File: config.mk
export PLATFORM = sky130hd
export DESIGN_NAME = enms_window
export DESIGN_NICKNAME = d
export VERILOG_FILES = /design/src/enms_pkg.sv /design/src/enms_window.sv
export SDC_FILE = /design/constraint.sdc
export NUM_CORES = 1
export LEC_CHECK = 0
export BUFFER_PORTS_ARGS = -buffer_cell sky130_fd_sc_hd__buf_2
export CAP_MARGIN = 20
export CORE_ASPECT_RATIO = 0.9
export CORE_MARGIN = 10
export CORE_UTILIZATION = 35
export DETAILED_ROUTE_END_ITERATION = 16
export HOLD_SLACK_MARGIN = 0.02
export MAX_ROUTING_LAYER = met4
export PLACE_DENSITY = 0.59
export SLEW_MARGIN = 0
export SYNTH_ARGS = -nofsm -noshare
export SYNTH_HDL_FRONTEND = slang
export SYNTH_SLANG_ARGS = --single-unit
File: constraint.sdc
create_clock -name i_clk -period 8.9 [get_ports i_clk]
set_clock_uncertainty 0.15 [all_clocks]
set_input_delay 1.78 -clock i_clk [delete_from_list [all_inputs] [get_ports i_clk]]
set_output_delay 1.78 -clock i_clk [all_outputs]
set_load 0.02 [all_outputs]
File: src/enms_pkg.sv
// Shared types and constants for the edge non-maximum suppression core.
// No dependencies; every other file in src refers to it by scoped names.
package enms_pkg;

    localparam int MAG_W      = 16;
    localparam int ANG_W      = 16;
    localparam int CFG_DATA_W = 16;
    localparam int CFG_ADDR_W = 2;
    localparam int WIN_REGS   = 6;

    // Result queue geometry.
    localparam int QUEUE_DEPTH = 4;
    localparam int QUEUE_PTR_W = $clog2(QUEUE_DEPTH);
    localparam int QUEUE_CNT_W = $clog2(QUEUE_DEPTH + 1);

    typedef logic [MAG_W-1:0]      t_mag;
    typedef logic [CFG_ADDR_W-1:0] t_cfg_addr;
    typedef logic [1:0]            t_dir;
    typedef logic [1:0]            t_kind;

    // Register indexes of the configuration port.
    localparam t_cfg_addr CFG_IMAGE_WIDTH  = 2'd0;
    localparam t_cfg_addr CFG_IMAGE_HEIGHT = 2'd1;
    localparam t_cfg_addr CFG_MIN_MAG      = 2'd2;

    // Quantized gradient directions.
    localparam t_dir DIR_DIAG = 2'd0; // up-left / down-right
    localparam t_dir DIR_VERT = 2'd1; // up / down
    localparam t_dir DIR_ANTI = 2'd2; // up-right / down-left
    localparam t_dir DIR_HORZ = 2'd3; // left / right

    // Kinds of result that one pixel can cause.
    localparam t_kind KIND_CENTER = 2'd0; // window center of the previous row
    localparam t_kind KIND_RIGHT  = 2'd1; // right border of the previous row
    localparam t_kind KIND_PASS   = 2'd2; // top or bottom row pass-through

    // One entry of the line memory: the two stored rows and the direction.
    typedef struct packed {
        t_mag older;
        t_mag newer;
        t_dir dir;
    } t_line_word;

    // Which results a pixel causes, worked out when it is taken in.
    typedef struct packed {
        logic has_center;
        logic has_right;
        logic has_pass;
        logic col_ge2;
    } t_res_flags;

    // direction = (((angle >> 12) + 15) mod 8) / 2
    function automatic t_dir quant_dir(input logic [ANG_W-1:0] angle);
        logic [2:0] sector;
        sector = angle[14:12] + 3'd7;
        return sector[2:1];
    endfunction

endpackage

File: src/enms_window.sv
// 3x3 window registers and the suppression decision for the window center.
// Depends on enms_pkg for magnitude and direction types.
module enms_window (
    input  logic           i_clk,
    input  logic           i_rst_n,
    input  logic           i_shift,
    input  enms_pkg::t_mag i_top,
    input  enms_pkg::t_mag i_mid,
    input  enms_pkg::t_mag i_mag,
    input  enms_pkg::t_dir i_old_dir,
    input  logic           i_col_ge2,
    input  enms_pkg::t_mag i_min_mag,
    output enms_pkg::t_mag o_value_center
);

    // [0..2] center column top to bottom, [3..5] left column.
    enms_pkg::t_mag r_win [enms_pkg::WIN_REGS];
    enms_pkg::t_dir r_ctr_dir;

    enms_pkg::t_mag ctr, g1, g2;

    always_comb begin
        ctr = r_win[1];
        case (r_ctr_dir)
            enms_pkg::DIR_DIAG: begin
                g1 = r_win[3];
                g2 = i_mag;
            end
            enms_pkg::DIR_VERT: begin
                g1 = r_win[0];
                g2 = r_win[2];
            end
            enms_pkg::DIR_ANTI: begin
                g1 = i_top;
                g2 = r_win[5];
            end
            default: begin
                g1 = r_win[4];
                g2 = i_mid;
            end
        endcase
        // Drop weak or non-peak centers; column 1 reports the left border as zero.
        if (!i_col_ge2 || ctr < i_min_mag || g1 > ctr || g2 > ctr) begin
            o_value_center = '0;
        end else begin
            o_value_center = ctr;
        end
    end

    always_ff @(posedge i_clk) begin
        if (!i_rst_n) begin
            for (int i = 0; i < enms_pkg::WIN_REGS; i++) begin
                r_win[i] <= '0;
            end
            r_ctr_dir <= enms_pkg::DIR_DIAG;
        end else if (i_shift) begin
            r_win[3]  <= r_win[0];
            r_win[4]  <= r_win[1];
            r_win[5]  <= r_win[2];
            r_win[0]  <= i_top;
            r_win[1]  <= i_mid;
            r_win[2]  <= i_mag;
            r_ctr_dir <= i_old_dir;
        end
    end

endmodule

After elaboration in Yosys (flattened, before gate mapping)
Memories as Yosys holds them, arrays and structs flattened.
Cells that the tools add are included.

cells by class
  magnitude comparators = 3
  eq/ne operators = 2
  mux-type cells = 13
  bitwise gates (word level) = 6
  reduce and logical (&&, ||, !) cells = 5

operators with widths
  operator                                        number
  two-way mux 16 bit                              7
  case mux 16 bit (3 select lines)                2
  > comparator 16 bit                             2
  less-than comparator 16 bit                     1
  OR 1 bit                                        6
  two-way mux 1 bit                               4
  logical OR 1 bit                                3
  == test 2 x 1 -> 1 bit (second input constant)  1
  == test 2 bit (second input constant)           1
  logical NOT 2 bit                               1
  logical NOT 1 bit                               1

word-level totals
  register bits = 2
  bits in writable memories = 96
  input bits = 70
  output and inout port bits = 16
  logic and storage cells = 31
  memories = 1

memories
  memory  depth  bits a word  rd ports  clocked after memory_dff  wr ports  RTL line           RTL
  r_win   6      16           6         0                         6         enms_window.sv:17  enms_pkg::t_mag r_win [enms_pkg::WIN_REGS];

Longest topological paths before layout
  word-level depth = 6
  gate-level depth with buffers = 10
  mapped depth without buffers = 8

Worst setup path before layout
No wires, ideal clock.

  kind = input to output
  start = input i_top[14]
  end = output o_value_center[0]
  arrival time = 4.164 ns
  required time = 6.970 ns
  setup slack = 2.806 ns
  cell stages on the path = 7
  buffers on the path = 0
  path through = mux4_2 -> ha_1 -> a21oi_2 -> nand2_1 -> a221o_1 -> o31a_1 -> nor4_1

on the way
  word-level cells in the longest chain between the ends = 5

RTL lines
  item                              RTL line           RTL
  start: declaration                enms_window.sv:7   input enms_pkg::t_mag i_top,
  case mux 16 bit (3 select lines)  enms_window.sv:24  case (r_ctr_dir)
  > comparator 16 bit               enms_window.sv:43  if (!i_col_ge2 || ctr < i_min_mag || g1 > ctr || g2 > ctr) begin
  logical OR 1 bit (2 in series)    enms_window.sv:43
  two-way mux 16 bit                enms_window.sv:43
  end: declaration                  enms_window.sv:13  output enms_pkg::t_mag o_value_center

Every way passes these cells.

Final worst setup path
  start = input i_top[15]
  end = output o_value_center[15]

Same word-level chain as after synthesis.

==> flow_metrics.py <==
metrics = {
    "synthesis": {
        "proportion_of_synthesized_flip_flops_having_asynchronous_set_or_reset_pct": 0,
        "yosys.area.top_type_share_pct": 49.98,
        "synth.yosys.seq_area_share_pct": 50.67,
        "netlist_area_mm2": 0.005768,
        "synth.area.top_cells": "edfxtp_1 (50%), mux4_2 (12%), and3_1 (10%)",
        "synth.avg_cell_area_um2": 12.93,
        "postSynthRegisterBits": 98,
        "ys.warnings.count": 0,
        "synth_cell_type_count": 32,
        "synthesis.instances": 446,
        "netlist_top_cells_count": "and3_1 (96), edfxtp_1 (96), ha_1 (47), inv_1 (33), mux4_2 (32)",
        "ys.flop_type": "edfxtp_1",
        "edff_count_synth": 96,
        "yosysTopAreaCell": "edfxtp_1",
        "synth.net_count": 563,
    },
    "cts": {
        "postCtsResizedCells": 0,
        "cts_buffer_depth": 2,
        "postCtsSetupBuffers": 0,
        "tritoncts_num_sinks": 98,
        "cts_made_buffers": 9,
        "clkLatencyLatePin_ns": 0.34,
        "htreeDepth": 3,
        "cts-root-buf": "clkbuf_16",
        "clk_pin_slew_ns": 0.07,
        "cts.hold.buffers_added": 0,
        "tritoncts": "done",
    },
    "final_layout": {
        "finish.utilization_pct": 41.15,
        "nFillCells": 1543,
        "area.sequential_mm2": 0.002924,
        "design.final.nets": 629,
        "final_layout_size_suffix_gt1_share_pct": 29.01,
        "antenna_diode_count": 0,
        "multiInputGateArea_mm2": 0.002581,
        "areaGrowthSynthToFinish_pct": 15.08,
    },
    "critical_path": {
        "setup.worst_path.end_class": "primary output",
        "path_max_fanout": 16,
        "crit_arrival_ns": 4.59,
        "cp-startpoint": "i_top[15]",
        "worstSetupPathType": "primary input to primary output",
        "timing.critical_path.cells": "buf_2, mux4_2, ha_1, nand4_1, nor4_1, a21boi_1, o31a_1, nor4_1, buf_2",
        "max_incr_delay_on_cp_ns": 0.69,
        "worst_setup_path_start_kind": "primary input",
        "worstReg2RegStart": "r_ctr_dir[1]",
        "cp_slowest_cell": "o31a_1",
        "cp_required_ns": 6.97,
    },
    "timing": {
        "timing_max_transition_violations_final": 0,
        "timing.slew.headroom_pct": 41.43,
        "final_critical_path_setup_slack_ns": 2.375,
        "min_period_over_period_pct": 73.31,
        "timing.final.setup_violations": 0,
        "grt_setup_unrepaired": "no",
        "timing_hold_violations_final": 0,
        "achievable-frequency_ghz": 0.1533,
        "post-route-min-period_ns": 6.525,
        "fin_tns_setup_ns": 0,
        "tightestPinTransition_ns": 0.8773,
    },
    "global_routing": {
        "grt_first_pass_wirelength_um": 23070,
        "antenna_found_initial": 0,
        "first_global_vias": 4108,
        "global_route.usage.total_pct": 13.71,
        "globalRouteOverflowTotal": 0,
        "maximum_number_of_pins_on_one_net_before_global_route_repair": 100,
    },
    "placement": {
        "port_buffers": 85,
        "dpl.hpwl_um": 10400,
        "gp_congestion": 0.8178,
        "placement.setup.worst_slack_ns": 2.433,
    },
    "power": {
        "p_switching_uw": 304.1,
        "p_int_uw": 846.7,
        "p_sw_share_pct": 26.43,
        "p_comb_share_pct": 17.5,
        "cellLeakagePower_nw": 3.038,
        "vdd.ir_drop.worst_v": 0.00008964,
        "power_per_cell_area_mw_per_mm2": 173.4,
        "seq_power_share_pct": 49.5,
        "share_clk_of_total_power_pct": 33.0,
    },
    "min_path": {
        "hold_path_startpoint": "r_win[0][4]",
        "holdCritPathClass": "flop to flop",
    },
    "die": {
        "dieArea_mm2": 0.02202,
        "placeableCoreArea_mm2": 0.01613,
        "start_util_pct": 35.76,
        "chipHeight_um": 141.8,
        "die_w_um": 155.3,
        "floorplan.io_pins": 86,
        "core.rowCount": 44,
    },
    "route": {
        "drt_pass1_iterations": 5,
        "routed_wire_length_per_instance_um": 20.42,
        "antenna_violating_nets_post_route": 0,
        "total_vias_in_the_final_route": 3970,
        "drtIter0Drc": 299,
        "viasPerCell": 5.483,
        "drc": 0,
        "finalWirelength_um": 14790,
    },
    "status": {
        "run_status": "completed",
    },
    "job": {
        "timing.max_cap.violations": 0,
    },
}
[area by class of cell]
type,count,area share [%]
sequential,98,44.05
multi-input combinational,280,38.89
timing repair buffer,90,6.975
tap,207,3.902
clock buffer,10,3.450
inverter,33,1.866
clock inverter,6,0.8671
[logic make-up after synthesis]
kind of cell,count (synthesis),share of synthesized area [%]
muxes,34,12.84
DFF,98,50.67
AOI/OAI and AO/OA,36,4.122
buffers and inverters,68,4.707
and+or+nand+nor,163,17.46
adders and majority gates,47,10.20
[per-stage QoR]
stage / power, mW / hold slack [ns] / area (um2) / std cells
final: 1.151 / 0.4304 / 6638 / 724
after detailed placement: 0.7812 / 0.4117 / 6351 / 708
after global placement: 0.7716 / 0.4063 / 6351 / 708
after CTS: 1.161 / 0.4380 / 6638 / 724
after floorplan: 0.7159 / 0.3995 / 5768 / 446
after global routing: 1.205 / 0.4564 / 6638 / 724
[layout by cell type (no fill, tap or decap), drive strengths merged, types with 3 or more instances in the layout]
cell / Yosys / final
clkinv: 0 / 4
and3: 96 / 96
clkbuf: 29 / 10
buf: 6 / 90
a21oi: 14 / 14
a21o: 6 / 6
edfxtp: 96 / 96
nor2: 4 / 4
ha: 47 / 47
o31a: 3 / 3
inv: 33 / 33
nand4: 8 / 8
nand2: 25 / 25
nand3: 4 / 4
nor2b: 5 / 5
nor4: 18 / 18
mux4: 32 / 32
o21ai: 5 / 5
[state kept, by name, summed over array words and instances (netlist names)]
register and flops:
r_win 96, r_ctr_dir 2
[critical path: cells and delay by family]
family	cells	cell delay, ns
compound gates	2	0.92
simple gates	3	0.75
mux	1	0.48
buf+inv	2	0.33
fa+ha+maj	1	0.32
[metal layers]
metal  vias to the layer above  track usage [%]  share of wire (%)  routed length (um)
met5                         -                -                  0                   0
met4                         0            4.035                1.9                 282
met3                        17            2.720                4.4                 645
met2                       102            20.82                 48                7083
met1                      1990            18.24                 46                6775
li1                       1861                -                  -                   -
[final timing paths]
check	to	slack, ns	depth (start not counted)
worst max-delay path	o_value_center[15]	2.38	9
worst min-delay path	r_win[0][52]	0.43	1
worst max register to register	r_ctr_dir[1]	7.15	3
worst min register to register	r_win[0][52]	0.43	1
[power by group through the flow]
stage / clock network [mW] / registers, mW / logic (mW)
floorplan: 0 / 0.565 / 0.151
global placement: 0 / 0.578 / 0.193
detailed placement: 0 / 0.580 / 0.201
CTS: 0.389 / 0.570 / 0.202
global route: 0.406 / 0.574 / 0.225
finish: 0.380 / 0.569 / 0.201
(Power assumes the default switching activity.)
