<file path="src/enms_pkg.sv">
// Shared types and constants for the edge non-maximum suppression core.
// No dependencies; every other file in src refers to it by scoped names.
package enms_pkg;

    localparam int MAG_W      = 16;
    localparam int ANG_W      = 16;
    localparam int CFG_DATA_W = 16;
    localparam int CFG_ADDR_W = 2;
    localparam int WIN_REGS   = 6;

    // Result queue geometry.
    localparam int QUEUE_DEPTH = 4;
    localparam int QUEUE_PTR_W = $clog2(QUEUE_DEPTH);
    localparam int QUEUE_CNT_W = $clog2(QUEUE_DEPTH + 1);

    typedef logic [MAG_W-1:0]      t_mag;
    typedef logic [CFG_ADDR_W-1:0] t_cfg_addr;
    typedef logic [1:0]            t_dir;
    typedef logic [1:0]            t_kind;

    // Register indexes of the configuration port.
    localparam t_cfg_addr CFG_IMAGE_WIDTH  = 2'd0;
    localparam t_cfg_addr CFG_IMAGE_HEIGHT = 2'd1;
    localparam t_cfg_addr CFG_MIN_MAG      = 2'd2;

    // Quantized gradient directions.
    localparam t_dir DIR_DIAG = 2'd0; // up-left / down-right
    localparam t_dir DIR_VERT = 2'd1; // up / down
    localparam t_dir DIR_ANTI = 2'd2; // up-right / down-left
    localparam t_dir DIR_HORZ = 2'd3; // left / right

    // Kinds of result that one pixel can cause.
    localparam t_kind KIND_CENTER = 2'd0; // window center of the previous row
    localparam t_kind KIND_RIGHT  = 2'd1; // right border of the previous row
    localparam t_kind KIND_PASS   = 2'd2; // top or bottom row pass-through

    // One entry of the line memory: the two stored rows and the direction.
    typedef struct packed {
        t_mag older;
        t_mag newer;
        t_dir dir;
    } t_line_word;

    // Which results a pixel causes, worked out when it is taken in.
    typedef struct packed {
        logic has_center;
        logic has_right;
        logic has_pass;
        logic col_ge2;
    } t_res_flags;

    // direction = (((angle >> 12) + 15) mod 8) / 2
    function automatic t_dir quant_dir(input logic [ANG_W-1:0] angle);
        logic [2:0] sector;
        sector = angle[14:12] + 3'd7;
        return sector[2:1];
    endfunction

endpackage

</file>
<file path="src/enms_out_queue.sv">
// Result queue: one entry per pixel, unloaded one result per transfer.
// Depends on enms_pkg for flags, result kinds and queue depth.
module enms_out_queue #(
    parameter int ROW_W = 12,
    parameter int COL_W = 10
) (
    input  logic                    i_clk,
    input  logic                    i_rst_n,
    input  logic                    i_push,
    input  logic [ROW_W-1:0]        i_row,
    input  logic [COL_W-1:0]        i_col,
    input  enms_pkg::t_mag          i_value_center,
    input  enms_pkg::t_mag          i_mag,
    input  enms_pkg::t_res_flags    i_flags,
    input  logic                    i_inflight,
    output logic                    o_room,
    output logic                    o_valid,
    input  logic                    i_ready,
    output logic [ROW_W-1:0]        o_row,
    output logic [COL_W-1:0]        o_col,
    output enms_pkg::t_mag          o_value,
    output logic                    o_last
);

    localparam int D  = enms_pkg::QUEUE_DEPTH;
    localparam int PW = enms_pkg::QUEUE_PTR_W;
    localparam int CW = enms_pkg::QUEUE_CNT_W;

    logic [ROW_W-1:0]     r_row   [D];
    logic [COL_W-1:0]     r_col   [D];
    enms_pkg::t_mag       r_vctr  [D];
    enms_pkg::t_mag       r_mag   [D];
    enms_pkg::t_res_flags r_flags [D];

    logic [PW-1:0] r_wr_ptr, n_wr_ptr;
    logic [PW-1:0] r_rd_ptr, n_rd_ptr;
    logic [CW-1:0] r_count, n_count;
    logic [1:0]    r_sub, n_sub;

    enms_pkg::t_res_flags h_flags;
    enms_pkg::t_kind      kind;
    logic [1:0]           n_res;
    logic                 xfer, pop;

    assign h_flags = r_flags[r_rd_ptr];
    assign n_res   = 2'(h_flags.has_center) + 2'(h_flags.has_right) + 2'(h_flags.has_pass);
    assign o_valid = (r_count != '0);
    assign o_last  = (r_sub == n_res - 2'd1);
    assign xfer    = o_valid && i_ready;
    assign pop     = xfer && o_last;
    assign o_room  = ((CW+1)'(r_count) + (CW+1)'(i_inflight)) < (CW+1)'(D);

    // Order within one pixel: center, right border, pass-through.
    always_comb begin
        case (r_sub)
            2'd0:    kind = h_flags.has_center ? enms_pkg::KIND_CENTER : enms_pkg::KIND_PASS;
            2'd1:    kind = h_flags.has_right ? enms_pkg::KIND_RIGHT : enms_pkg::KIND_PASS;
            default: kind = enms_pkg::KIND_PASS;
        endcase
    end

    always_comb begin
        case (kind)
            enms_pkg::KIND_CENTER: begin
                o_row   = r_row[r_rd_ptr] - ROW_W'(1);
                o_col   = r_col[r_rd_ptr] - COL_W'(1);
                o_value = r_vctr[r_rd_ptr];
            end
            enms_pkg::KIND_RIGHT: begin
                o_row   = r_row[r_rd_ptr] - ROW_W'(1);
                o_col   = r_col[r_rd_ptr];
                o_value = '0;
            end
            default: begin
                o_row   = r_row[r_rd_ptr];
                o_col   = r_col[r_rd_ptr];
                o_value = r_mag[r_rd_ptr];
            end
        endcase
    end

    always_comb begin
        n_wr_ptr = i_push ? r_wr_ptr + PW'(1) : r_wr_ptr;
        n_rd_ptr = pop ? r_rd_ptr + PW'(1) : r_rd_ptr;
        n_count  = r_count + CW'(i_push) - CW'(pop);
        if (pop) begin
            n_sub = 2'd0;
        end else if (xfer) begin
            n_sub = r_sub + 2'd1;
        end else begin
            n_sub = r_sub;
        end
    end

    always_ff @(posedge i_clk) begin
        if (i_push) begin
            r_row[r_wr_ptr]   <= i_row;
            r_col[r_wr_ptr]   <= i_col;
            r_vctr[r_wr_ptr]  <= i_value_center;
            r_mag[r_wr_ptr]   <= i_mag;
            r_flags[r_wr_ptr] <= i_flags;
        end
    end

    always_ff @(posedge i_clk) begin
        if (!i_rst_n) begin
            r_wr_ptr <= '0;
            r_rd_ptr <= '0;
            r_count  <= '0;
            r_sub    <= 2'd0;
        end else begin
            r_wr_ptr <= n_wr_ptr;
            r_rd_ptr <= n_rd_ptr;
            r_count  <= n_count;
            r_sub    <= n_sub;
        end
    end

    a_no_overflow: assert property (@(posedge i_clk) disable iff (!i_rst_n)
        i_push |-> (r_count < CW'(D)) || pop)
        else $error("result queue overflow");

    a_no_empty_entry: assert property (@(posedge i_clk) disable iff (!i_rst_n)
        o_valid |-> (n_res != 2'd0) && (r_sub < n_res))
        else $error("queue head holds no result at the current position");

    a_sub_clears_on_pop: assert property (@(posedge i_clk) disable iff (!i_rst_n)
        pop |=> (r_sub == 2'd0))
        else $error("result position not cleared after a pixel was unloaded");

endmodule

</file>
<file path="config.mk">
export PLATFORM = sky130hd
export DESIGN_NAME = enms_out_queue
export DESIGN_NICKNAME = d
export VERILOG_FILES = /design/src/enms_pkg.sv /design/src/enms_out_queue.sv
export SDC_FILE = /design/constraint.sdc
export NUM_CORES = 1
export LEC_CHECK = 0
export ABC_AREA = 0
export BUFFER_PORTS_ARGS = -buffer_cell sky130_fd_sc_hd__buf_2
export CORE_ASPECT_RATIO = 0.7
export CORE_MARGIN = 1.5
export CORE_UTILIZATION = 40
export DETAILED_ROUTE_END_ITERATION = 10
export PLACE_DENSITY = 0.65
export SYNTH_ARGS = -nofsm -noshare
export SYNTH_HDL_FRONTEND = slang
export SYNTH_SLANG_ARGS = --single-unit
export TNS_END_PERCENT = 1
</file>
<file path="constraint.sdc">
create_clock -name i_clk -period 9.5 [get_ports i_clk]
set_input_delay 0.95 -clock i_clk [delete_from_list [all_inputs] [get_ports i_clk]]
set_output_delay 0.95 -clock i_clk [all_outputs]
set_load 0.02 [all_outputs]
</file>
Word-level counts from Yosys, hierarchy flattened
Memory sizes are Yosys's and may differ from the RTL's. A register that Yosys moved wholly into a read port is not among the register bits.
Index checks and enable logic that the tools add are counted.
{ "totals": {"memories": 5, "wordCells": 50, "ram_bits": 232, "reg_bits": 9} }
{ "classes": {"eq_ne": 3, "order_cmp": 1, "reduce_logical": 7, "muxes": 18, "addsub": 11, "n_bitwise": 1} }
{ "memory_table": {"columns": ["name", "words", "word_bits", "rd", "rd_clocked_by_memory_dff", "write_ports", "line_no", "source"], "rows": [
  ["r_mag", 4, 16, 1, 1, 1, "enms_out_queue.sv:32", "enms_pkg::t_mag r_mag [D];"],
  ["r_vctr", 4, 16, 1, 1, 1, "enms_out_queue.sv:31", "enms_pkg::t_mag r_vctr [D];"],
  ["r_row", 4, 12, 1, 1, 1, "enms_out_queue.sv:29", "logic [ROW_W-1:0] r_row [D];"],
  ["r_col", 4, 10, 1, 1, 1, "enms_out_queue.sv:30", "logic [COL_W-1:0] r_col [D];"],
  ["r_flags", 4, 4, 1, 1, 1, "enms_out_queue.sv:33", "enms_pkg::t_res_flags r_flags [D];"]
]} }
{ "op_table": {"columns": ["cell", "n"], "rows": [
  ["$pmux 16 s2", 1],
  ["$mux 2", 12],
  ["$mux 12", 1],
  ["$sub 12x1->12 const B", 1],
  ["$mux 10", 1],
  ["$sub 10x1->10 const B", 1],
  ["$add 2x1->2 const B", 3],
  ["$add 3x1->4", 1],
  ["$eq 2x1->1 const B", 2],
  ["$logic_not 2->1", 2],
  ["$lt 4x3->1 const B", 1],
  ["$pmux 2 s2", 1],
  ["$reduce_or 2->1", 2],
  ["$add 3x1->3", 1],
  ["$reduce_bool 3->1", 1],
  ["$sub 3x1->3", 1],
  ["$add 1x1->2", 1],
  ["$add 2x1->2", 1],
  ["$eq 2x2->1", 1],
  ["$logic_and 1x1->1", 2],
  ["$mux 1", 2],
  ["$sub 2x1->2 const B", 1],
  ["$not 1->1", 1]
]} }

Longest topological paths before layout
Gate-level depths: netlist of the first run.
{ "depth": {"depth_word": 7, "mapped_depth": 18, "ltp_nobuf": 13} }

Worst setup path after synthesis of the first run
No wires, ideal clock.
{ "synth_timing": {"kind": "reg2reg", "start": "register (tool-made name)", "end": "register r_count[1]", "arrival_ns": 4.062, "t_required_ns": 9.385, "n_path_buf": 5, "stages_incl_launch_ff": 18, "slack_ns": 5.323, "path_cell_list": "dfxtp_1 buf_6 buf_4 buf_2 buf_2 buf_2 mux4_2 inv_1 ha_1 inv_1 ha_1 xor3_1 nor3_1 ha_1 inv_1 ha_1 fa_1 and2_1"} }
{ "synth_lines": {"columns": ["element", "line_no", "source"], "rows": [
  ["to (signal assigned)", "enms_out_queue.sv:114", "r_count <= n_count;"],
  ["to (decl)", "enms_out_queue.sv:37", "logic [CW-1:0] r_count, n_count;"]
]} }

==> impl_metrics.json, run 1 <==
{
  "post_synth_num_cell_types": 40,
  "final-hold-violation-count": 0,
  "die_area_um2": 24590,
  "max_freq_mhz": 193.1,
  "yosysSeqAreaShare": 0.7473,
  "synthesis.area_um2": 9457,
  "total_length_of_routed_wires_mm": 17.97,
  "grt_setup_unrepaired": "no",
  "postCtsSetupBuffers": 0,
  "final_layout_size_suffix_gt1_frac": 0.3548,
  "dp_hpwl_mm": 10.29,
  "crit_share_post_route": 0.5451,
  "synth_warnings": 0,
  "maxCapViolCount": 0,
  "cts_hold_buf": 0,
  "cts_repair_resize_count": 0,
  "grt_pass1_wl_mm": 27.67,
  "crit_path_cell_trace": "buf_4, mux4_2, nand3_1, clkinv_1, a22o_1, buf_2",
  "h-tree-depth": 1,
  "critical_path.endpoint_type": "output port",
  "critical_path.n_buffers_inverters": 3,
  "worst_path_largest_cell_delay_ns": 0.72,
  "die-height_um": 131.6,
  "rows": 46,
  "layout.cells.most_common_list": "sky130_fd_sc_hd__edfxtp_1, sky130_fd_sc_hd__buf_2, sky130_fd_sc_hd__mux4_2",
  "critical-path-slowest-cell": "sky130_fd_sc_hd__clkinv_1",
  "synthesis.instances": 452,
  "path_clk_slew_ns": 0.06,
  "detail_route.wl_per_cell_um": 19.92,
  "number_of_buffers_added_by_the_clock_tree_synthesis_step": 25,
  "post_layout_nonfiller_instances": 902,
  "cp_data_arrival_time_ns": 4.23,
  "numPlacedInstances": 857,
  "timing.slew.headroom": 0.3217,
  "startpoint_class_of_the_critical_path": "flip-flop",
  "cellLeakagePower_uw": 0.003733,
  "clock_tree.root_cell": "sky130_fd_sc_hd__clkbuf_16",
  "timing.setup.tns_ns": 0,
  "cts-root-to-sink-buffers": 3,
  "tritoncts_num_sinks": 239,
  "vdd_ir_drop_max_uv": 182.9,
  "status": "finished, final reports clean",
  "overflow": 0,
  "detail_route.vias_per_cell": 5.101,
  "crit_path_max_fanout": 38,
  "grt_max_degree": 59,
  "detailedRoute.firstPassIterationCount": 4,
  "finalClockSkew_ns": 0.01409,
  "boundaryPins": 104,
  "finalMaxSlewViolations": 0,
  "die-width_um": 186.8,
  "final_setup_violation_count": 0,
  "port_buffers": 102,
  "drc": 0,
  "dr.first_iter.drc_count": 283,
  "postSynthRegisterBits": 239,
  "std_cell_core_area_um2": 22910,
  "crit_family": "buffers and inverters",
  "avgSynthCellArea_um2": 20.92,
  "post_syn_nets": 529,
  "fillCellCount": 1955,
  "path_class": "reg2out",
  "via_count": 4601,
  "grt.total_usage": 0.1466,
  "critPathRequiredTime_ns": 8.55,
  "globalplace.congestion": 0.6873,
  "most_common_library_cell_in_the_layout_ignoring_fill_and_taps": "sky130_fd_sc_hd__edfxtp_1",
  "post_drt_antenna_nets": 0,
  "placement.cell_area_um2": 10340,
  "via_count_of_the_first_global_routing_pass": 4897,
  "antenna_found_initial": 4,
  "net_count_reported_at_finish": 649,
  "area_growth_pct": 16.87,
  "tritoncts": "yes",
  "finalInstanceArea_um2": 11050,
  "insertion_delay_of_the_later_clocked_pin_in_the_worst_skew_pair_ns": 0.51,
  "worstMarginPinSlew_ns": 1.015,
  "hold_path_class": "reg2reg",
  "min_period_ns": 5.178,
  "post-route-util": 0.4825,
  "p_per_area_nw_per_um2": 271.0,
  "floorplan.initialDensity": 0.4128
}
==> Yosys cell counts (all sizes together) <==
library cell / instances / area (µm²)
dfxtp: 11 / 220.2
mux2: 1 / 11.26
o211ai: 1 / 7.510
a22o: 16 / 140.1
nor3: 6 / 30.03
nand2: 7 / 26.28
nor4: 3 / 33.78
nand3b: 2 / 15.01
xor2: 11 / 96.34
mux2i: 3 / 30.03
clkinv: 1 / 3.750
or3: 2 / 17.52
nor2b: 3 / 18.77
xor3: 1 / 23.77
a31oi: 1 / 6.260
mux4: 56 / 1261
a21oi: 2 / 10.01
and2: 10 / 62.56
nand2b: 2 / 12.51
buf: 10 / 56.31
fa: 1 / 20.02
edfxtp: 228 / 6847
xnor2: 14 / 122.6
inv: 17 / 63.81
o21ai: 1 / 5.000
ha: 13 / 162.7
nand4b: 2 / 17.52
or4: 2 / 18.77
nor3b: 1 / 7.510
o32a: 1 / 10.01
nand3: 4 / 20.02
o21a: 2 / 15.01
clkbuf: 5 / 18.77
nor2: 12 / 45.04
==> registers in the layout, summed over array words and instances, names as in the netlist, named ones only <==
register / cells
r_count: 3
r_mag: 64
r_vctr: 64
r_col: 40
r_row: 48
r_rd_ptr: 2
r_wr_ptr: 2
r_flags: 12
r_sub: 2
==> worst register-to-register path: cells and delay by family, from the launching register on <==
family        cells  cell delay, ns
xor+xnor          2            0.48
fa+ha+maj         5            1.17
buf+inv           4            0.91
flops             1            0.64
mux               1            0.68
simple gates      2            0.47
==> per-stage QoR <==
stage	setup slack, ns	power (µW)	hold slack (ns)
finish	4.322	2995	0.5714
global route	3.981	3138	0.6123
CTS	4.163	3040	0.5736
detailed placement	4.731	2175	0.5505
global placement	4.759	2156	0.5394
floorplan	5.323	1904	0.5257
==> layout make-up <==
type                       count  area [µm²]  share of cell area
sequential                   239        7072              0.6399
multi-input combinational    180        2252              0.2038
clock buffer                  28       636.9             0.05763
timing repair buffer         108       555.5             0.05027
tap                          312       390.4             0.03532
clock inverter                16       75.07            0.006793
inverter                      18       67.56            0.006113
antenna                        1       2.502           0.0002264
==> per-layer routing <==
metal,GRT usage,vias up,routed length (µm)
met2,0.2423,110,8539
met3,0.03766,37,940
met4,0.03495,6,396
li1,-,2085,-
met5,0,-,44
met1,0.1949,2363,8051
==> logic make-up (layout without fill, tap and decap cells) <==
| group | after synthesis | count (layout) | synth area share |
|---|---|---|---|
| multiplexers | 60 | 60 | 0.1377 |
| AO/OA/AOI/OAI | 24 | 24 | 0.02051 |
| XOR/XNOR | 26 | 26 | 0.02567 |
| flip-flops | 239 | 239 | 0.7473 |
| buffers and inverters | 33 | 170 | 0.01508 |
| AND/OR/NAND/NOR | 56 | 56 | 0.03440 |
| adder cells (fa/ha/maj) | 14 | 14 | 0.01932 |
| other | 0 | 1 | 0 |
==> report_power, final <==
part	switching (µW)	internal, µW	total, µW	leakage, µW
Combinational	516	363	879	0.00120
Clock	377	478	855	0.000353
Sequential	42.6	1220	1260	0.00219
==> final timing paths <==
| check | start | to | slack (ns) | depth (start not counted) |
|---|---|---|---|---|
| worst min register to register | r_wr_ptr[1] | r_wr_ptr[1] | 0.57 | 2 |
| worst min-delay path | r_wr_ptr[1] | r_wr_ptr[1] | 0.57 | 2 |
| worst max-delay path | flip-flop | o_value[13] | 4.32 | 6 |
| worst max register to register | flip-flop | r_count[2] | 5.05 | 14 |
Note: power is estimated with default switching activity, not from simulation.
==> run 2: changes to the inputs <==
- clock period: 9.5 -> 5 ns (I/O delays scaled with it)
==> run 2 against run 1 <==
Sequential share of layout area hardly changed. Routed wire length is 1.1% lower. Global-route usage is 0.20 points higher. Critical path depth stayed put. Setup slack worse by 3.5 ns. Clock skew is 0.0060 ns lower. Combinational power is 90% higher. Total power is 89% higher. Die area stayed put. Clock power is 87% higher. Cell count is 0.22% lower. Count of clock-buffer cells in the layout is 4 higher.
==> impl_metrics.json, run 2 (synthesis results as in run 1) <==
{
  "cp_data_arrival_time_ns": 3.72,
  "post_drt_antenna_nets": 0,
  "timing.slew.headroom": 0.3688,
  "critPathRequiredTime_ns": 4.50,
  "worstReg2RegEnd": "r_count[1]",
  "port_buffers": 102,
  "maxCapViolCount": 0,
  "finalMaxSlewViolations": 0,
  "final-hold-violation-count": 0,
  "final_setup_violation_count": 0,
  "layout.cells.most_common_list": "sky130_fd_sc_hd__edfxtp_1, sky130_fd_sc_hd__buf_2, sky130_fd_sc_hd__mux4_2",
  "grt_setup_unrepaired": "no",
  "worst_path_largest_cell_delay_ns": 0.69,
  "most_common_library_cell_in_the_layout_ignoring_fill_and_taps": "sky130_fd_sc_hd__edfxtp_1",
  "placement.cell_area_um2": 10350,
  "vdd_ir_drop_max_uv": 313.4,
  "drc": 0,
  "die-width_um": 186.8,
  "status": "finished, final reports clean",
  "die-height_um": 131.6,
  "grt_max_degree": 40,
  "rr_worst_depth": 11,
  "final_layout_size_suffix_gt1_frac": 0.3492,
  "finalInstanceArea_um2": 11050,
  "h-tree-depth": 1,
  "critical-path-slowest-cell": "sky130_fd_sc_hd__dfxtp_4",
  "rows": 46,
  "crit_share_post_route": 0.8437,
  "detail_route.wl_per_cell_um": 19.75,
  "max_freq_mhz": 237.1,
  "clock_tree.root_cell": "sky130_fd_sc_hd__clkbuf_16",
  "critical_path.n_buffers_inverters": 2,
  "detailedRoute.firstPassIterationCount": 4,
  "crit_path_max_fanout": 34,
  "dp_hpwl_mm": 10.90,
  "globalplace.congestion": 0.6984,
  "tritoncts_num_sinks": 239,
  "via_count": 4576,
  "crit_cells": 6,
  "tritoncts": "yes",
  "reg.largest.list": "r_mag x64, r_vctr x64, r_row x48",
  "floorplan.initialDensity": 0.4128,
  "timing.setup.tns_ns": 0,
  "area_growth_pct": 16.82,
  "post_layout_nonfiller_instances": 900,
  "critical_path.endpoint_type": "output port",
  "crit_path_cell_trace": "buf_4, mux4_2, nor4_1, nand3b_1, xnor2_1, buf_2",
  "cts_hold_buf": 0,
  "cts-root-to-sink-buffers": 3,
  "via_count_of_the_first_global_routing_pass": 4931,
  "postCtsSetupBuffers": 0,
  "overflow": 0,
  "antenna_found_initial": 3,
  "total_length_of_routed_wires_mm": 17.78,
  "number_of_buffers_added_by_the_clock_tree_synthesis_step": 23,
  "numPlacedInstances": 859,
  "grt_pass1_wl_mm": 27.89,
  "insertion_delay_of_the_later_clocked_pin_in_the_worst_skew_pair_ns": 0.50,
  "hold_critical_path_depth": 1,
  "cts_repair_resize_count": 0,
  "finalClockSkew_ns": 0.008138,
  "detail_route.vias_per_cell": 5.084,
  "boundaryPins": 104,
  "die_area_um2": 24590,
  "dr.first_iter.drc_count": 354,
  "grt.total_usage": 0.1486,
  "p_per_area_nw_per_um2": 513.4,
  "crit_family": "buffers and inverters",
  "path_clk_slew_ns": 0.06,
  "std_cell_core_area_um2": 22910,
  "whs_endpoint": "r_row[1][8]",
  "hold_path_class": "in2reg",
  "min_period_ns": 4.218,
  "holdCritStartpoint": "i_row[8]",
  "startpoint_class_of_the_critical_path": "flip-flop",
  "worstMarginPinSlew_ns": 0.9468,
  "cellLeakagePower_uw": 0.003725,
  "path_class": "reg2out",
  "net_count_reported_at_finish": 649,
  "worst-r2r-setup-slack_ns": 1.36
}
==> run 2: changes by cell type in the layout (fill, tap and decap cells not counted) <==
cell,before,now
sky130_fd_sc_hd__clkinvlp_2,1,0
sky130_fd_sc_hd__clkbuf_1,3,7
sky130_fd_sc_hd__clkbuf_16,25,23
sky130_fd_sc_hd__clkinv_1,7,5
sky130_fd_sc_hd__clkinv_2,8,2
sky130_fd_sc_hd__clkbuf_8,0,2
sky130_fd_sc_hd__buf_4,6,8
sky130_fd_sc_hd__bufinv_16,0,1
==> run 2: layer usage <==
| layer | track usage | vias to the layer above | routed length, µm |
|---|---|---|---|
| li1 | - | 2080 | - |
| met1 | 0.1942 | 2346 | 7869 |
| met2 | 0.2512 | 115 | 8617 |
| met3 | 0.03686 | 29 | 901 |
| met4 | 0.03450 | 6 | 349 |
| met5 | 0 | - | 37 |
==> run 2: final cells by class <==
class | count | area [µm²]
Clock buffer | 32 | 629.4
Sequential cell | 239 | 7072
Tap cell | 312 | 390.4
Inverter | 18 | 67.56
Clock inverter | 8 | 62.56
Multi-Input combinational cell | 180 | 2252
Fill cell | 1949 | 11860
Timing Repair Buffer | 110 | 570.5
Antenna cell | 1 | 2.502
==> run 2: power breakdown <==
group,leakage (µW),switching [µW],internal [µW]
combinational,0.00121,963,702
sequential,0.00219,96.2,2310
clock,0.000334,672,925
==> run 2: worst max path at each step <==
stage	endpoint	slack (ns)
global route	o_col[9]	0.47
floorplan	r_count[1]	0.82
finish	o_col[9]	0.78
global placement	o_col[9]	1.25
detailed placement	o_col[9]	1.21
CTS	o_col[9]	0.69
==> run 2: metrics by stage <==
step | total power, µW | hold WS [ns] | utilization | setup slack, ns
floorplan | 3617 | 0.5257 | - | 0.8229
global placement | 4114 | 0.5385 | 0.4519 | 1.253
detailed placement | 4150 | 0.5728 | 0.4519 | 1.215
CTS | 5757 | 0.1887 | 0.4821 | 0.6858
global route | 5957 | 0.1934 | 0.4821 | 0.4740
finish | 5672 | 0.2109 | 0.4822 | 0.7816
==> run 3: changes to the inputs <==
- PLACE_DENSITY: 0.65 -> 0.67
- clock period: 5 -> 3.6 ns (I/O delays scaled with it)
==> run 3 against run 2 <==
Sequential share of layout area is 0.81 points lower. Cell count up 0.89%. Critical path type unchanged. Critical path depth unchanged. Via count rose by 1.9%. Clock skew rose by 0.0018 ns. Non-clock buffer count up 9. Core utilization up 0.64 points.
==> impl_metrics.json, run 3 (synthesis results as in run 1) <==
{
  "area_growth_pct": 18.36,
  "critical_path.endpoint_type": "output port",
  "total_switching_power_uw": 2447,
  "grt_setup_unrepaired": "no",
  "floorplan.initialDensity": 0.4128,
  "grt_pass1_wl_mm": 28.66,
  "final_layout_size_suffix_gt1_frac": 0.3609,
  "worstMarginPinSlew_ns": 0.6027,
  "die-height_um": 131.6,
  "cp_data_arrival_time_ns": 3.15,
  "dr.first_iter.drc_count": 311,
  "p_sw_frac": 0.3055,
  "net_count_reported_at_finish": 657,
  "hold_critical_path_depth": 1,
  "finalPower_uw": 8008,
  "die-width_um": 186.8,
  "port_buffers": 102,
  "hold_path_class": "in2reg",
  "std_cell_core_area_um2": 22910,
  "rows": 46,
  "h-tree-depth": 1,
  "crit_path_max_fanout": 9,
  "critPathRequiredTime_ns": 3.24,
  "p_seq_frac": 0.410,
  "min_period_ns": 3.509,
  "numPlacedInstances": 864,
  "p_per_area_nw_per_um2": 715.4,
  "antenna_found_initial": 5,
  "p_int_uw": 5561,
  "post_layout_nonfiller_instances": 908,
  "die_area_um2": 24590,
  "crit_share_post_route": 0.9747,
  "path_clk_slew_ns": 0.06,
  "detail_route.vias_per_cell": 5.133,
  "detailedRoute.firstPassIterationCount": 4,
  "globalplace.congestion": 0.7379,
  "final_setup_violation_count": 0,
  "overflow": 0,
  "clockPowerShare": 0.280,
  "timing.setup.tns_ns": 0,
  "vdd_ir_drop_max_uv": 415.8,
  "timing.slew.headroom": 0.5982,
  "drc": 0,
  "holdCritStartpoint": "i_value_center[13]",
  "worst-r2r-setup-slack_ns": 0.29,
  "post_drt_antenna_nets": 0,
  "most_common_library_cell_in_the_layout_ignoring_fill_and_taps": "sky130_fd_sc_hd__edfxtp_1",
  "whs_endpoint": "r_vctr[2][13]",
  "reg.largest.list": "r_mag x64, r_vctr x64, r_row x48",
  "status": "finished, final reports clean",
  "startpoint_class_of_the_critical_path": "flip-flop",
  "power.combinational.fraction": 0.310,
  "tritoncts_num_sinks": 239,
  "layout.cells.most_common_list": "sky130_fd_sc_hd__edfxtp_1, sky130_fd_sc_hd__buf_2, sky130_fd_sc_hd__mux4_2",
  "finalMaxSlewViolations": 0,
  "boundaryPins": 104,
  "total_length_of_routed_wires_mm": 18.43,
  "grt.total_usage": 0.1514,
  "path_class": "reg2out",
  "grt_max_degree": 39,
  "clock_tree.root_cell": "sky130_fd_sc_hd__clkbuf_16",
  "detail_route.wl_per_cell_um": 20.29,
  "rr_worst_depth": 14,
  "maxCapViolCount": 0,
  "final-hold-violation-count": 0,
  "max_freq_mhz": 285.0,
  "tritoncts": "yes",
  "cts-root-to-sink-buffers": 3,
  "finalClockSkew_ns": 0.009932,
  "insertion_delay_of_the_later_clocked_pin_in_the_worst_skew_pair_ns": 0.50,
  "cellLeakagePower_uw": 0.003791,
  "via_count": 4661,
  "via_count_of_the_first_global_routing_pass": 5050,
  "dp_hpwl_mm": 11.60,
  "worstReg2RegEnd": "r_count[2]",
  "number_of_buffers_added_by_the_clock_tree_synthesis_step": 22
}
-- run 3: changes by cell type in the layout (fill, tap and decap cells not counted), sizes merged --
| cell | previous run | this run |
|---|---|---|
| buf | 110 | 119 |
| bufinv | 1 | 2 |
| clkbuf | 32 | 30 |
| clkinv | 7 | 6 |
| clkinvlp | 1 | 0 |
| diode | 1 | 3 |
-- run 3: what timing repair did --
| action | in CTS | in global routing |
|---|---|---|
| hold buffers | 0 | 0 |
| pin swaps | 0 | 0 |
| setup buffers | 0 | 4 |
| endpoints found under the setup margin | 6 | 4 |
| resized for setup | 3 | 4 |
-- run 3: through the flow --
stage               hold slack (ns)  instance area [µm²]  setup slack, ns  utilization
floorplan                    0.4589                 9530          0.07346            -
detailed placement           0.5740                10450           0.3844       0.4560
finish                      0.07450                11190          0.09121       0.4886
global placement             0.5428                10450           0.4004       0.4560
global route                0.05647                11190          0.01683       0.4883
CTS                         0.05464                11140          0.05479       0.4862
-- run 3: cell type report --
type / count / area, µm²
Antenna cell: 3 / 7.507
Tap cell: 312 / 390.4
Sequential cell: 239 / 7074
Clock buffer: 30 / 601.8
Clock inverter: 7 / 81.33
Multi-Input combinational cell: 180 / 2262
Timing Repair Buffer: 119 / 708.2
Fill cell: 1897 / 11710
Inverter: 18 / 67.56
-- run 3: worst max path at each step --
stage	from	end	slack, ns
after CTS	flip-flop	o_col[9]	0.05
final	flip-flop	o_row[11]	0.09
after floorplan	flip-flop	r_count[2]	0.07
after detailed placement	flip-flop	o_col[9]	0.38
after global routing	flip-flop	o_row[11]	0.02
after global placement	flip-flop	r_count[2]	0.40
-- run 3: power by group through the flow --
stage / Sequential [µW] / Clock [µW] / Combinational, µW
floorplan: 3310 / 0 / 1790
global placement: 3340 / 0 / 2420
detailed placement: 3350 / 0 / 2460
CTS: 3290 / 2300 / 2470
global route: 3300 / 2400 / 2690
finish: 3290 / 2240 / 2480
-- run 3: critical path, cell delays in order (launching register included) --
cell	delay (ns)
sky130_fd_sc_hd__dfxtp_4	0.44
sky130_fd_sc_hd__mux4_2	0.58
sky130_fd_sc_hd__or4_4	0.57
sky130_fd_sc_hd__or3_4	0.41
sky130_fd_sc_hd__nor4_4	0.28
sky130_fd_sc_hd__xor2_1	0.18
sky130_fd_sc_hd__buf_2	0.19
-- run 3: metal layers --
layer / vias up / part of all wire / track usage
met4: 6 / 0.023 / 0.04077
met1: 2387 / 0.45 / 0.1985
met3: 34 / 0.063 / 0.04327
met2: 132 / 0.47 / 0.2481
met5: - / 0.0021 / 0
li1: 2102 / - / -
